## config.mk

```make
export PLATFORM = sky130hd
export DESIGN_NAME = eddy_coin_passage_capture_core
export DESIGN_NICKNAME = d
export VERILOG_FILES = /design/src/design/ecpc_pkg.sv /design/src/design/ecpc_csr.sv /design/src/design/ecpc_front.sv /design/src/design/ecpc_queue.sv /design/src/design/ecpc_back.sv /design/src/design/eddy_coin_passage_capture_core.sv
export SDC_FILE = /design/constraint.sdc
export NUM_CORES = 1
export LEC_CHECK = 0
export BUFFER_PORTS_ARGS = -buffer_cell sky130_fd_sc_hd__buf_2
export CAP_MARGIN = 20
export CORE_MARGIN = 2
export CORE_UTILIZATION = 50
export DETAILED_ROUTE_END_ITERATION = 16
export PLACE_DENSITY_LB_ADDON = 0.25
export SETUP_SLACK_MARGIN = 0.05
export SYNTH_ARGS = -nofsm -noshare
export SYNTH_HDL_FRONTEND = slang
export SYNTH_SLANG_ARGS = --single-unit
```

## constraint.sdc

```tcl
create_clock -name clock -period 8 [get_ports clock]
set_clock_uncertainty 0.2 [all_clocks]
set_input_delay 0 -clock clock [delete_from_list [all_inputs] [get_ports clock]]
set_output_delay 0 -clock clock [all_outputs]
set_load 0.05 [all_outputs]
```

## src/design/ecpc_pkg.sv

```systemverilog
// Shared types and constants for the coin passage capture block.
package ecpc_pkg;

   // Sample buffer depth and counter widths
   localparam int unsigned BUF_DEPTH  = 1024;
   localparam int unsigned CNT_W      = 11;
   localparam int unsigned SUM_W      = 18;
   localparam int unsigned TIMEOUT_W  = 16;
   localparam int unsigned QUEUE_DEPTH = 4;
   localparam int unsigned QPTR_W     = 2;
   localparam int unsigned QCNT_W     = 3;

   localparam logic [CNT_W-1:0] BUF_DEPTH_C = CNT_W'(BUF_DEPTH);

   // History patterns that qualify and release a sensor
   localparam logic [3:0] HIST_ALL = 4'hf;
   localparam logic [3:0] HIST_NONE = 4'h0;

   // Register indexes on the csr port (byte address / 4)
   localparam logic [2:0] REG_ENTRY_BASE   = 3'd0;
   localparam logic [2:0] REG_EXIT_BASE    = 3'd1;
   localparam logic [2:0] REG_ENTRY_OFFSET = 3'd2;
   localparam logic [2:0] REG_EXIT_OFFSET  = 3'd3;
   localparam logic [2:0] REG_PASS_TIMEOUT = 3'd4;

   // Item kinds carried on req_tuser
   localparam logic CMD_SAMPLE   = 1'b0;
   localparam logic CMD_BASELINE = 1'b1;

   typedef struct packed {
      logic [7:0]           entry_base;
      logic [7:0]           exit_base;
      logic [7:0]           entry_offset;
      logic [7:0]           exit_offset;
      logic [TIMEOUT_W-1:0] pass_timeout;
   } cfg_type;

   // Classified item handed from front to back
   typedef struct packed {
      logic             cmd;
      logic [CNT_W-1:0] idle_count;
      logic             accumulate_base;
      logic [7:0]       entry_sample;
      logic [7:0]       middle_sample;
      logic [7:0]       exit_sample;
      logic             entry_hit;
      logic             exit_hit;
   } item_type;

endpackage

```

## src/design/ecpc_csr.sv

```systemverilog
// Configuration registers with an APB-style access port.
module ecpc_csr (
   input  logic                 clock,
   input  logic                 reset,
   input  logic                 csr_psel,
   input  logic                 csr_penable,
   input  logic                 csr_pwrite,
   input  logic [4:0]           csr_paddr,
   input  logic [31:0]          csr_pwdata,
   output logic [31:0]          csr_prdata,
   output ecpc_pkg::cfg_type    cfg
);

   ecpc_pkg::cfg_type cfg_ff;
   logic              wr_en;
   logic [2:0]        reg_idx;

   assign wr_en   = csr_psel & csr_penable & csr_pwrite;
   assign reg_idx = csr_paddr[4:2];
   assign cfg     = cfg_ff;

   // Write registers
   always_ff @(posedge clock) begin
      if (reset) begin
         cfg_ff.entry_base   <= 8'd0;
         cfg_ff.exit_base    <= 8'd0;
         cfg_ff.entry_offset <= 8'd16;
         cfg_ff.exit_offset  <= 8'd16;
         cfg_ff.pass_timeout <= 16'd200;
      end else if (wr_en) begin
         unique case (reg_idx)
            ecpc_pkg::REG_ENTRY_BASE:   cfg_ff.entry_base   <= csr_pwdata[7:0];
            ecpc_pkg::REG_EXIT_BASE:    cfg_ff.exit_base    <= csr_pwdata[7:0];
            ecpc_pkg::REG_ENTRY_OFFSET: cfg_ff.entry_offset <= csr_pwdata[7:0];
            ecpc_pkg::REG_EXIT_OFFSET:  cfg_ff.exit_offset  <= csr_pwdata[7:0];
            ecpc_pkg::REG_PASS_TIMEOUT: cfg_ff.pass_timeout <= csr_pwdata[15:0];
            default: ;
         endcase
      end
   end

   // Read back
   always_comb begin
      unique case (reg_idx)
         ecpc_pkg::REG_ENTRY_BASE:   csr_prdata = {24'd0, cfg_ff.entry_base};
         ecpc_pkg::REG_EXIT_BASE:    csr_prdata = {24'd0, cfg_ff.exit_base};
         ecpc_pkg::REG_ENTRY_OFFSET: csr_prdata = {24'd0, cfg_ff.entry_offset};
         ecpc_pkg::REG_EXIT_OFFSET:  csr_prdata = {24'd0, cfg_ff.exit_offset};
         ecpc_pkg::REG_PASS_TIMEOUT: csr_prdata = {16'd0, cfg_ff.pass_timeout};
         default:                    csr_prdata = 32'd0;
      endcase
   end

endmodule

```

## src/design/ecpc_front.sv

```systemverilog
// Front end: unpack an input item, clamp the count and qualify the sensor samples.
module ecpc_front (
   input  logic                 req_tuser,   // [0] cmd
   input  logic [39:0]          req_tdata,   // idle_count, accumulate_base, entry, middle, exit
   input  ecpc_pkg::cfg_type    cfg,
   output ecpc_pkg::item_type   item
);

   logic [10:0] idle_raw;
   logic [8:0]  entry_thr;
   logic [8:0]  exit_sum;

   assign idle_raw = req_tdata[10:0];

   // Entry threshold without wrap; a threshold above 255 never matches
   assign entry_thr = {1'b0, cfg.entry_base} + {1'b0, cfg.entry_offset};
   // Exit: sample < base - offset, rewritten as sample + offset < base
   assign exit_sum  = {1'b0, req_tdata[35:28]} + {1'b0, cfg.exit_offset};

   always_comb begin
      item.cmd             = req_tuser;
      item.idle_count      = (idle_raw > ecpc_pkg::BUF_DEPTH_C) ? ecpc_pkg::BUF_DEPTH_C
                                                                : idle_raw;
      item.accumulate_base = req_tdata[11];
      item.entry_sample    = req_tdata[19:12];
      item.middle_sample   = req_tdata[27:20];
      item.exit_sample     = req_tdata[35:28];
      item.entry_hit       = {1'b0, req_tdata[19:12]} > entry_thr;
      item.exit_hit        = exit_sum < {1'b0, cfg.exit_base};
   end

endmodule

```

## src/design/ecpc_queue.sv

```systemverilog
// Short item queue between the front end and the back end.
module ecpc_queue (
   input  logic                 clock,
   input  logic                 reset,
   input  logic                 push,
   input  ecpc_pkg::item_type   push_item,
   output logic                 full,
   input  logic                 pop,
   output logic                 head_valid,
   output ecpc_pkg::item_type   head_item
);

   ecpc_pkg::item_type                   slot_ff [ecpc_pkg::QUEUE_DEPTH];
   logic [ecpc_pkg::QPTR_W-1:0]          wr_ptr_ff;
   logic [ecpc_pkg::QPTR_W-1:0]          rd_ptr_ff;
   logic [ecpc_pkg::QCNT_W-1:0]          count_ff;
   logic                                 do_push;
   logic                                 do_pop;

   assign full       = count_ff == ecpc_pkg::QCNT_W'(ecpc_pkg::QUEUE_DEPTH);
   assign head_valid = count_ff != '0;
   assign head_item  = slot_ff[rd_ptr_ff];
   assign do_push    = push & ~full;
   assign do_pop     = pop & head_valid;

   // Store payload
   always_ff @(posedge clock) begin
      if (do_push) begin
         slot_ff[wr_ptr_ff] <= push_item;
      end
   end

   // Advance pointers and fill count
   always_ff @(posedge clock) begin
      if (reset) begin
         wr_ptr_ff <= '0;
         rd_ptr_ff <= '0;
         count_ff  <= '0;
      end else begin
         if (do_push) begin
            wr_ptr_ff <= wr_ptr_ff + 1'b1;
         end
         if (do_pop) begin
            rd_ptr_ff <= rd_ptr_ff + 1'b1;
         end
         if (do_push && !do_pop) begin
            count_ff <= count_ff + 1'b1;
         end else if (do_pop && !do_push) begin
            count_ff <= count_ff - 1'b1;
         end
      end
   end

endmodule

```

## src/design/ecpc_back.sv

```systemverilog
// Back end: baseline capture, passage tracking and the result register.
module ecpc_back (
   input  logic                 clock,
   input  logic                 reset,
   input  ecpc_pkg::cfg_type    cfg,
   input  logic                 head_valid,
   input  ecpc_pkg::item_type   head_item,
   output logic                 pop,
   output logic                 rsp_tvalid,
   input  logic                 rsp_tready,
   output logic [103:0]         rsp_tdata,
   output logic                 rsp_tuser
);

   localparam int unsigned CW = ecpc_pkg::CNT_W;
   localparam int unsigned SW = ecpc_pkg::SUM_W;
   localparam int unsigned TW = ecpc_pkg::TIMEOUT_W;

   // Detection and capture state
   logic [3:0]    entry_hist_ff, entry_hist_in;
   logic [3:0]    exit_hist_ff, exit_hist_in;
   logic          entry_seen_ff, entry_seen_in;
   logic          exit_seen_ff, exit_seen_in;
   logic          open_ff, open_in;
   logic [TW-1:0] timeout_ff, timeout_in;
   logic [CW-1:0] index_ff, index_in;
   logic [CW-1:0] base_left_ff, base_left_in;
   logic          base_acc_ff, base_acc_in;
   logic [SW-1:0] sum_e_ff, sum_e_in;
   logic [SW-1:0] sum_m_ff, sum_m_in;
   logic [SW-1:0] sum_x_ff, sum_x_in;

   // Result register
   logic          rsp_valid_ff;
   logic [103:0]  rsp_data_ff, rsp_data_in;
   logic          rsp_user_ff, rsp_user_in;

   logic          store;
   logic          passed;
   logic          done;
   logic [CW-1:0] idx;
   logic [CW-1:0] len;

   assign pop        = head_valid & (~rsp_valid_ff | rsp_tready);
   assign rsp_tvalid = rsp_valid_ff;
   assign rsp_tdata  = rsp_data_ff;
   assign rsp_tuser  = rsp_user_ff;

   // Step the state for the item at the queue head
   always_comb begin
      entry_hist_in = entry_hist_ff;
      exit_hist_in  = exit_hist_ff;
      entry_seen_in = entry_seen_ff;
      exit_seen_in  = exit_seen_ff;
      open_in       = open_ff;
      timeout_in    = timeout_ff;
      index_in      = index_ff;
      base_left_in  = base_left_ff;
      base_acc_in   = base_acc_ff;
      sum_e_in      = sum_e_ff;
      sum_m_in      = sum_m_ff;
      sum_x_in      = sum_x_ff;
      store         = 1'b0;
      passed        = 1'b0;
      done          = 1'b0;
      idx           = '0;
      len           = '0;

      if (head_item.cmd == ecpc_pkg::CMD_BASELINE) begin
         // Start a baseline run: reload count, clear index and sums
         base_left_in = head_item.idle_count;
         base_acc_in  = head_item.accumulate_base;
         index_in     = '0;
         sum_e_in     = '0;
         sum_m_in     = '0;
         sum_x_in     = '0;
      end else if (base_left_ff != '0) begin
         // Baseline sample: store it, detection frozen
         base_left_in = base_left_ff - 1'b1;
         store        = 1'b1;
         idx          = index_ff;
         index_in     = index_ff + 1'b1;
         if (base_acc_ff) begin
            sum_e_in = sum_e_ff + SW'(head_item.entry_sample);
            sum_m_in = sum_m_ff + SW'(head_item.middle_sample);
            sum_x_in = sum_x_ff + SW'(head_item.exit_sample);
         end
         if (base_left_in == '0) begin
            done = 1'b1;
            len  = index_in;
         end
      end else begin
         entry_hist_in = {entry_hist_ff[2:0], head_item.entry_hit};
         exit_hist_in  = {exit_hist_ff[2:0], head_item.exit_hit};

         // Entry sensor opens the passage and arms the timeout on release
         if (!entry_seen_ff) begin
            if (entry_hist_in == ecpc_pkg::HIST_ALL) begin
               entry_seen_in = 1'b1;
               if (!open_ff) begin
                  open_in    = 1'b1;
                  index_in   = '0;
                  timeout_in = '0;
               end
            end
         end else if (entry_hist_in == ecpc_pkg::HIST_NONE) begin
            entry_seen_in = 1'b0;
            if (open_ff) begin
               timeout_in = cfg.pass_timeout;
            end
         end

         // Exit release or timeout closes the passage
         if (open_in) begin
            if (!exit_seen_ff) begin
               if (exit_hist_in == ecpc_pkg::HIST_ALL) begin
                  exit_seen_in = 1'b1;
               end
            end else if (exit_hist_in == ecpc_pkg::HIST_NONE) begin
               exit_seen_in = 1'b0;
               open_in      = 1'b0;
               passed       = 1'b1;
               len          = index_in;
            end
            if (timeout_in != '0) begin
               timeout_in = timeout_in - 1'b1;
               if (timeout_in == '0) begin
                  exit_seen_in = 1'b0;
                  open_in      = 1'b0;
                  passed       = 1'b1;
                  len          = index_in;
               end
            end
         end

         // Store while the passage is open and the buffer has room
         if (open_in && (index_in < ecpc_pkg::BUF_DEPTH_C)) begin
            store    = 1'b1;
            idx      = index_in;
            index_in = index_in + 1'b1;
         end
      end

      // Pack the result: tuser = store_valid
      rsp_user_in = store;
      rsp_data_in = {2'b00, sum_x_in, sum_m_in, sum_e_in,
                     len, done, passed, open_in,
                     store ? head_item.exit_sample   : 8'd0,
                     store ? head_item.middle_sample : 8'd0,
                     store ? head_item.entry_sample  : 8'd0,
                     idx[9:0]};
   end

   // Hold state and the result register
   always_ff @(posedge clock) begin
      if (reset) begin
         entry_hist_ff <= '0;
         exit_hist_ff  <= '0;
         entry_seen_ff <= 1'b0;
         exit_seen_ff  <= 1'b0;
         open_ff       <= 1'b0;
         timeout_ff    <= '0;
         index_ff      <= '0;
         base_left_ff  <= '0;
         base_acc_ff   <= 1'b0;
         sum_e_ff      <= '0;
         sum_m_ff      <= '0;
         sum_x_ff      <= '0;
         rsp_valid_ff  <= 1'b0;
      end else begin
         if (pop) begin
            entry_hist_ff <= entry_hist_in;
            exit_hist_ff  <= exit_hist_in;
            entry_seen_ff <= entry_seen_in;
            exit_seen_ff  <= exit_seen_in;
            open_ff       <= open_in;
            timeout_ff    <= timeout_in;
            index_ff      <= index_in;
            base_left_ff  <= base_left_in;
            base_acc_ff   <= base_acc_in;
            sum_e_ff      <= sum_e_in;
            sum_m_ff      <= sum_m_in;
            sum_x_ff      <= sum_x_in;
            rsp_valid_ff  <= 1'b1;
         end else if (rsp_tready) begin
            rsp_valid_ff  <= 1'b0;
         end
      end
   end

   // Result payload needs no reset
   always_ff @(posedge clock) begin
      if (pop) begin
         rsp_data_ff <= rsp_data_in;
         rsp_user_ff <= rsp_user_in;
      end
   end

endmodule

```

## src/design/eddy_coin_passage_capture_core.sv

```systemverilog
// Top level of the eddy-sensor coin passage capture block.
// An accepted item passes through a queue slot and then the result register before
// its result can be taken.
// Throughput: one item per cycle while the queue has room; the back end retires one queued item per cycle
// whenever its result register is empty or being taken.
// Reset (synchronous, active high) clears queue, detection state, sums and
// result valid, and loads the configuration registers with their defaults.
module eddy_coin_passage_capture_core (
   input  logic         clock,
   input  logic         reset,
   // input items
   input  logic         req_tvalid,
   output logic         req_tready,
   input  logic [39:0]  req_tdata,   // idle_count[10:0], accumulate_base[11], entry_sample[19:12],
                                     // middle_sample[27:20], exit_sample[35:28], zero fill
   input  logic         req_tuser,   // cmd[0]
   // results
   output logic         rsp_tvalid,
   input  logic         rsp_tready,
   output logic [103:0] rsp_tdata,   // store_index[9:0], store_entry[17:10], store_middle[25:18],
                                     // store_exit[33:26], coin_present[34], coin_passed[35],
                                     // baseline_done[36], capture_length[47:37],
                                     // sum_entry[65:48], sum_middle[83:66], sum_exit[101:84]
   output logic         rsp_tuser,   // store_valid[0]
   // configuration
   input  logic         csr_psel,
   input  logic         csr_penable,
   input  logic         csr_pwrite,
   input  logic [4:0]   csr_paddr,
   input  logic [31:0]  csr_pwdata,
   output logic [31:0]  csr_prdata,
   output logic         csr_pready
);

   ecpc_pkg::cfg_type  cfg;
   ecpc_pkg::item_type front_item;
   ecpc_pkg::item_type head_item;
   logic               q_full;
   logic               head_valid;
   logic               pop;

   assign csr_pready = 1'b1;
   assign req_tready = ~q_full;

   ecpc_csr u_csr (
      .clock       (clock),
      .reset       (reset),
      .csr_psel    (csr_psel),
      .csr_penable (csr_penable),
      .csr_pwrite  (csr_pwrite),
      .csr_paddr   (csr_paddr),
      .csr_pwdata  (csr_pwdata),
      .csr_prdata  (csr_prdata),
      .cfg         (cfg)
   );

   ecpc_front u_front (
      .req_tuser (req_tuser),
      .req_tdata (req_tdata),
      .cfg       (cfg),
      .item      (front_item)
   );

   ecpc_queue u_queue (
      .clock      (clock),
      .reset      (reset),
      .push       (req_tvalid),
      .push_item  (front_item),
      .full       (q_full),
      .pop        (pop),
      .head_valid (head_valid),
      .head_item  (head_item)
   );

   ecpc_back u_back (
      .clock      (clock),
      .reset      (reset),
      .cfg        (cfg),
      .head_valid (head_valid),
      .head_item  (head_item),
      .pop        (pop),
      .rsp_tvalid (rsp_tvalid),
      .rsp_tready (rsp_tready),
      .rsp_tdata  (rsp_tdata),
      .rsp_tuser  (rsp_tuser)
   );

endmodule
```

# [Word level (Yosys, flattened, before mapping)]
# Memory sizes are Yosys's and may differ from the RTL's. A register that Yosys moved wholly into a read port is not among the register bits.
# Index checks and enable logic that the tools add are counted.
[totals] latchBits=0 word_cells=165 ff_bits=261 output_inout_bits=140 mem_bits_rw=156 input_bits=85 mem_bits_ro=0 n_memories=1
[memory_table] name="u_queue.slot_ff" words=4 word_bits=39 read_ports=1 rd_clocked_by_memory_dff=1 wr=1 line_no="ecpc_queue.sv:13" source="ecpc_pkg::item_type slot_ff [ecpc_pkg::QUEUE_DEPTH];"
[classes] eq_ne=7 n_addsub=13 n_reduce_logical=27 shift=0 magnitude_cmp=4 div_mod_pow=0 bitwise=11 n_mul=0 mux=75
[op_table] operator="$mux W11" n=18
[op_table] operator="$mux W18" n=9
[op_table] operator="$mux W16" n=9
[op_table] operator="$pmux W16 S5" n=1
[op_table] operator="$add A18 B8 Y18" n=3
[op_table] operator="$mux W1" n=32
[op_table] operator="$add A11 B1 Y11 const B" n=2
[op_table] operator="$mux W10" n=2
[op_table] operator="$add A8 B8 Y9" n=2
[op_table] operator="$logic_not A16 Y1" n=1
[op_table] operator="$reduce_bool A16 Y1" n=1
[op_table] operator="$sub A16 B1 Y16 const B" n=1
[op_table] operator="$reduce_and A2 Y1" n=7
[op_table] operator="$gt A11 B11 Y1 const B" n=1
[op_table] operator="$logic_not A11 Y1" n=1
[op_table] operator="$lt A11 B11 Y1 const B" n=1
[op_table] operator="$reduce_bool A11 Y1" n=1
[op_table] operator="$sub A11 B1 Y11 const B" n=1
[op_table] operator="$gt A8 B9 Y1" n=1
[op_table] operator="$lt A9 B8 Y1" n=1
[op_table] operator="$eq A4 B4 Y1 const B" n=2
[op_table] operator="$logic_not A4 Y1" n=2
[op_table] operator="$eq A3 B2 Y1 const B" n=2
[op_table] operator="$eq A3 B3 Y1 const B" n=2
[op_table] operator="other kinds (18)" n=34

# [Depth between registers and ports, before layout]
[depth] word_depth=16 mapped_depth=19 depth_no_buf=15

# [Cells and area by module]
# A second synthesis with hierarchy kept.
[unflattened] cells_unflattened=1918 hier_area_um2=21105.2
[by_module_without_submodules] mod="ecpc_back" cells_each=1231 area_each_um2=11199.5 seq_area_each_um2=5154.9 instances=1
[by_module_without_submodules] mod="ecpc_queue" cells_each=251 area_each_um2=6082.1 seq_area_each_um2=4864.7 instances=1
[by_module_without_submodules] mod="ecpc_csr" cells_each=271 area_each_um2=2557.5 seq_area_each_um2=960.9 instances=1
[by_module_without_submodules] mod="ecpc_front" cells_each=162 area_each_um2=1251.2 seq_area_each_um2=0.0 instances=1
[by_module_without_submodules] mod="eddy_coin_passage_capture_core" cells_each=3 area_each_um2=15.0 seq_area_each_um2=0.0 instances=1

# [Least setup slack after synthesis]
# No wires, ideal clock.
[synth_path] path_type="flip-flop to flip-flop" start="register u_back.rsp_valid_ff, in the netlist u_back.rsp_tvalid" end="register u_back.rsp_data_ff[0], in the netlist u_back.rsp_tdata[0] (enable)" slack_ns=3.444 synth_period_minus_slack_ns=4.556 required_ns=7.293 arrival_time_ns=3.849 setup_ns=0.507 path_buffers=1 stages_incl_launch_ff=4 cell_sequence="dfxtp_1 a21o_1 clkinv_1 clkbuf_1"
[synth_between] elab_chain_cells=3
[synth_rtl] element="start, declared" line_no="ecpc_back.sv:34" source="logic rsp_valid_ff;"
[synth_rtl] element="start signal, assigned" line_no="ecpc_back.sv:169" source="rsp_valid_ff <= 1'b0;"
[synth_rtl] element="start signal, assigned" line_no="ecpc_back.sv:184" source="rsp_valid_ff <= 1'b1;"
[synth_rtl] element="start signal, assigned" line_no="ecpc_back.sv:186" source="rsp_valid_ff <= 1'b0;"
[synth_rtl] element="$not A1 Y1" line_no="ecpc_back.sv:44" source="assign pop = head_valid & (~rsp_valid_ff | rsp_tready);"
[synth_rtl] element="$or A1 B1 Y1" line_no="ecpc_back.sv:44"
[synth_rtl] element="$and A1 B1 Y1" line_no="ecpc_back.sv:44"
[synth_rtl] element="named net pop" line_no="eddy_coin_passage_capture_core.sv:40" source="logic pop;"
[synth_rtl] element="end signal, assigned" line_no="ecpc_back.sv:194" source="rsp_data_ff <= rsp_data_in;"
[synth_rtl] element="end, declared" line_no="ecpc_back.sv:35" source="logic [103:0] rsp_data_ff, rsp_data_in;"
# The timed path passes the listed nets, and every way through them passes these cells.
# A chain may end at the register's enable or synchronous reset.

==> flow_summary_export.csv <==
group,metric,value,unit
status,status,"complete, no violations",
global_route,antenna_found_initial,0,
timing,timing.final.ws_setup,2.21,ns
synthesis,async_reset_ff_frac,0,
job,maxCapViolations,0,
critical_path,arrival,6.06,ns
clock_tree,clock_path_buffers,3,
hold_path,hp-start,"req_tdata[11]",
die,rows,73,
route,wl_per_cell,18.4,µm
place,hpwl,31600,µm
synthesis,avgSynthCellArea,10.9,µm²
place,io_buffer_count,183,
layout,areaGrowthSynthToFinish,17.7,%
synthesis,synth-edff-count,259,
synthesis,yosysWarnings,0,
clock_tree,root_buffer,"clkbuf_16",
synthesis,synth_flop_cell,"edfxtp_1",
critical_path,worstSetupPathType,"flip-flop to flip-flop",
timing,setup-tns-final,0,ns
layout,regArea,11000,µm²
synthesis,synthDistinctLibCells,74,
die,core,39800,µm²
critical_path,cp-end-kind,"flip-flop",
die,die-area,42100,µm²
synthesis,syn_inst,1863,
route,first_iter_violations,1044,
timing,fin_crit,5.79,ns
global_route,grt_pass1_vias,14581,
clock_tree,clk_pin_slew,0.06,ns
die,fp.dieH,205,µm
power,p_seq_frac,0.368,
route,vias_per_cell,5.69,
layout,drive_gt1_frac,0.153,
clock_tree,clock-sinks,419,
power,clock_power_share,0.254,
critical_path,start_kind,"flip-flop",
die,start_util,0.509,
synthesis,ys_ff_latch,419,
die,die_w,205,µm
power,cellPowerDensity,342,nW/µm²
power,switching_share,0.407,
route,first_pass_iters,5,
power,pwr-share-comb,0.378,
power,p_leak,8.81,nW
layout,final_cells,2645,
power,irDropWorstVdd,0.270,mV
route,ant_nets,0,
layout,final_util,0.599,
critical_path,path_max_fanout,32,
place,post-place-ws,2.22,ns
synthesis,seq_area_frac_synth,0.542,
clock_tree,cts_tree,"done",
global_route,grt_max_degree,106,
power,fin_total_pwr,8.16,mW
timing,final_max_slew_viol_count,0,
clock_tree,cts_made_buffers,43,
clock_tree,clock_latency,0.58,ns
synthesis,synth_area,20300,µm²
hold_path,hold_class,"input pin to flip-flop",
power,p_int,4.84,mW
timing,report.final.hold_viol_count,0,
route,drc,0,
route,num_vias,15060,
layout,layout.nets,2242,
power,switching_power,3.32,mW
layout,n_fill_cell,3234,
place,dp_cells,2468,
critical_path,worstPathRequired,8.27,ns
timing,max_slew_margin,0.267,
die,ios,225,
layout,num_antenna_cells,0,
global_route,grt_usage,0.233,
route,routed_wl,48700,µm
global_route,overflow,0,
timing,post-route-period-util,0.723,
place,finalWeightedCongestion,0.875,
global_route,grt_pass1_wl,77700,µm
timing,worstMarginPinSlew,1.10,ns
timing,rsz0062_at_grt,"false",
layout,multiInputGateArea,8520,µm²
timing,setup_viol,0,
clock_tree,htreeDepth,2,
timing,fmax,173,MHz
==> cell families after synthesis <==
group / Yosys count / synth area share
AO/OA/AOI/OAI: 375 / 0.116
XOR/XNOR: 70 / 0.0303
adder cells (fa/ha/maj): 72 / 0.0467
buffers and inverters: 189 / 0.0414
flip-flops: 419 / 0.542
multiplexers: 96 / 0.0711
other: 2 / 0.000371
AND/OR/NAND/NOR: 640 / 0.152
==> area by class of cell <==
type	count	share of cell area
Clock inverter	21	0.0119
Clock buffer	59	0.0496
Timing Repair Buffer	292	0.0837
Sequential cell	419	0.461
Tap cell	525	0.0276
Multi-Input combinational cell	1272	0.357
Inverter	57	0.00918
==> routing by layer <==
| metal | routed length (µm) | GRT usage |
|---|---|---|
| met5 | 0 | 0 |
| met4 | 1030 | 0.0650 |
| met3 | 3090 | 0.0334 |
| met2 | 23300 | 0.384 |
| met1 | 21300 | 0.323 |
==> cell usage in the layout (no fill, tap or decap), types with 44 or more instances in the layout <==
cell type      netlist  final
dlygate4sd3_1        0     95
mux2i_1             55     55
and2_1              46     46
nor2_1             149    149
ha_1                66     66
a21oi_1            160    160
xnor2_1             50     50
dfxtp_1            160    158
edfxtp_1           259    259
o21ai_0             48     48
nand2_1            214    214
inv_1               56     56
nand3_1             50     50
buf_2                8    182
clkbuf_16            0     44
==> power by group through the flow <==
stage | Combinational [mW] | Sequential (mW) | Clock [mW]
2_1_floorplan | 1.52 | 3.88 | 0
5_1_grt | 3.32 | 3.05 | 2.20
3_3_place_gp | 3.01 | 3.04 | 0
3_5_place_dp | 3.04 | 3.05 | 0
4_1_cts | 3.08 | 3.01 | 2.11
6_report | 3.09 | 3.00 | 2.07
==> worst paths after layout <==
path,to,slack (ns),depth (start not counted)
hold / removal,u_queue.slot_ff[2][26],0.01,2
hold reg to reg,u_back.timeout_ff[1],0.27,2
setup reg to reg,u_back.index_ff[0],2.21,15
setup / recovery,u_back.index_ff[0],2.21,15
==> state kept, by name, summed over array words and instances (netlist names), 11 cells and up, named ones only <==
register             count
u_back.sum_e_ff         18
u_back.timeout_ff       16
u_csr.cfg               48
u_queue.slot_ff        156
u_back.base_left_ff     11
u_back.sum_m_ff         18
u_back.rsp_tdata       102
u_back.sum_x_ff         18
u_back.index_ff         11
==> repair_timing <==
item / 4_1_cts / 5_1_grt
resized for setup: 0 / 0
buffers inserted: 0 / 0
hold endpoints to repair: 245 / 0
hold buffers: 95 / 0
==> worst max-delay path, stage by stage (launching register included) <==
cell and delay (ns):
dfxtp_2 0.84, mux4_2 0.77, and3_1 0.76, or3_1 0.34, ha_1 0.24, nand3_1 0.15
or4b_1 0.51, a221o_1 0.37, or3_1 0.49, nand2_4 0.17, inv_1 0.06, ha_1 0.28
nor2_1 0.05, nor2_1 0.12, nor2_1 0.06, a311oi_1 0.24
==> cells in the mapped netlist, types with 10 or more instances <==
library cell / instances / area [µm²]
o21bai_1: 18 / 135
xor2_1: 20 / 175
o31ai_1: 30 / 225
nor4_1: 24 / 150
mux4_2: 38 / 856
buf_4: 20 / 150
clkbuf_1: 92 / 345
nand2b_1: 14 / 87.6
ha_1: 66 / 826
a21oi_1: 160 / 801
o21ai_0: 48 / 240
a21o_1: 18 / 135
and2_1: 46 / 288
nor3_1: 35 / 175
xnor2_1: 50 / 438
or4_1: 12 / 90.1
nand4_1: 10 / 62.6
dfxtp_1: 160 / 3200
mux2i_1: 55 / 551
nor2_1: 149 / 559
a211o_1: 10 / 87.6
edfxtp_1: 259 / 7780
nand2_1: 214 / 803
inv_1: 56 / 210
a211oi_1: 22 / 165
nor2b_1: 23 / 144
nand3_1: 50 / 250
or3_1: 16 / 100
and3_1: 17 / 106
==> stage by stage <==
| stage | instance area (µm²) | hold WS [ns] |
|---|---|---|
| final | 23800 | 0.0114 |
| after global routing | 23800 | 0.00413 |
| after CTS | 23800 | 0.00161 |
| after detailed placement | 21400 | 0.0183 |
| after global placement | 21400 | 0.0136 |
| after floorplan | 20300 | -0.101 |
Power figures use the tool's default switching activity.
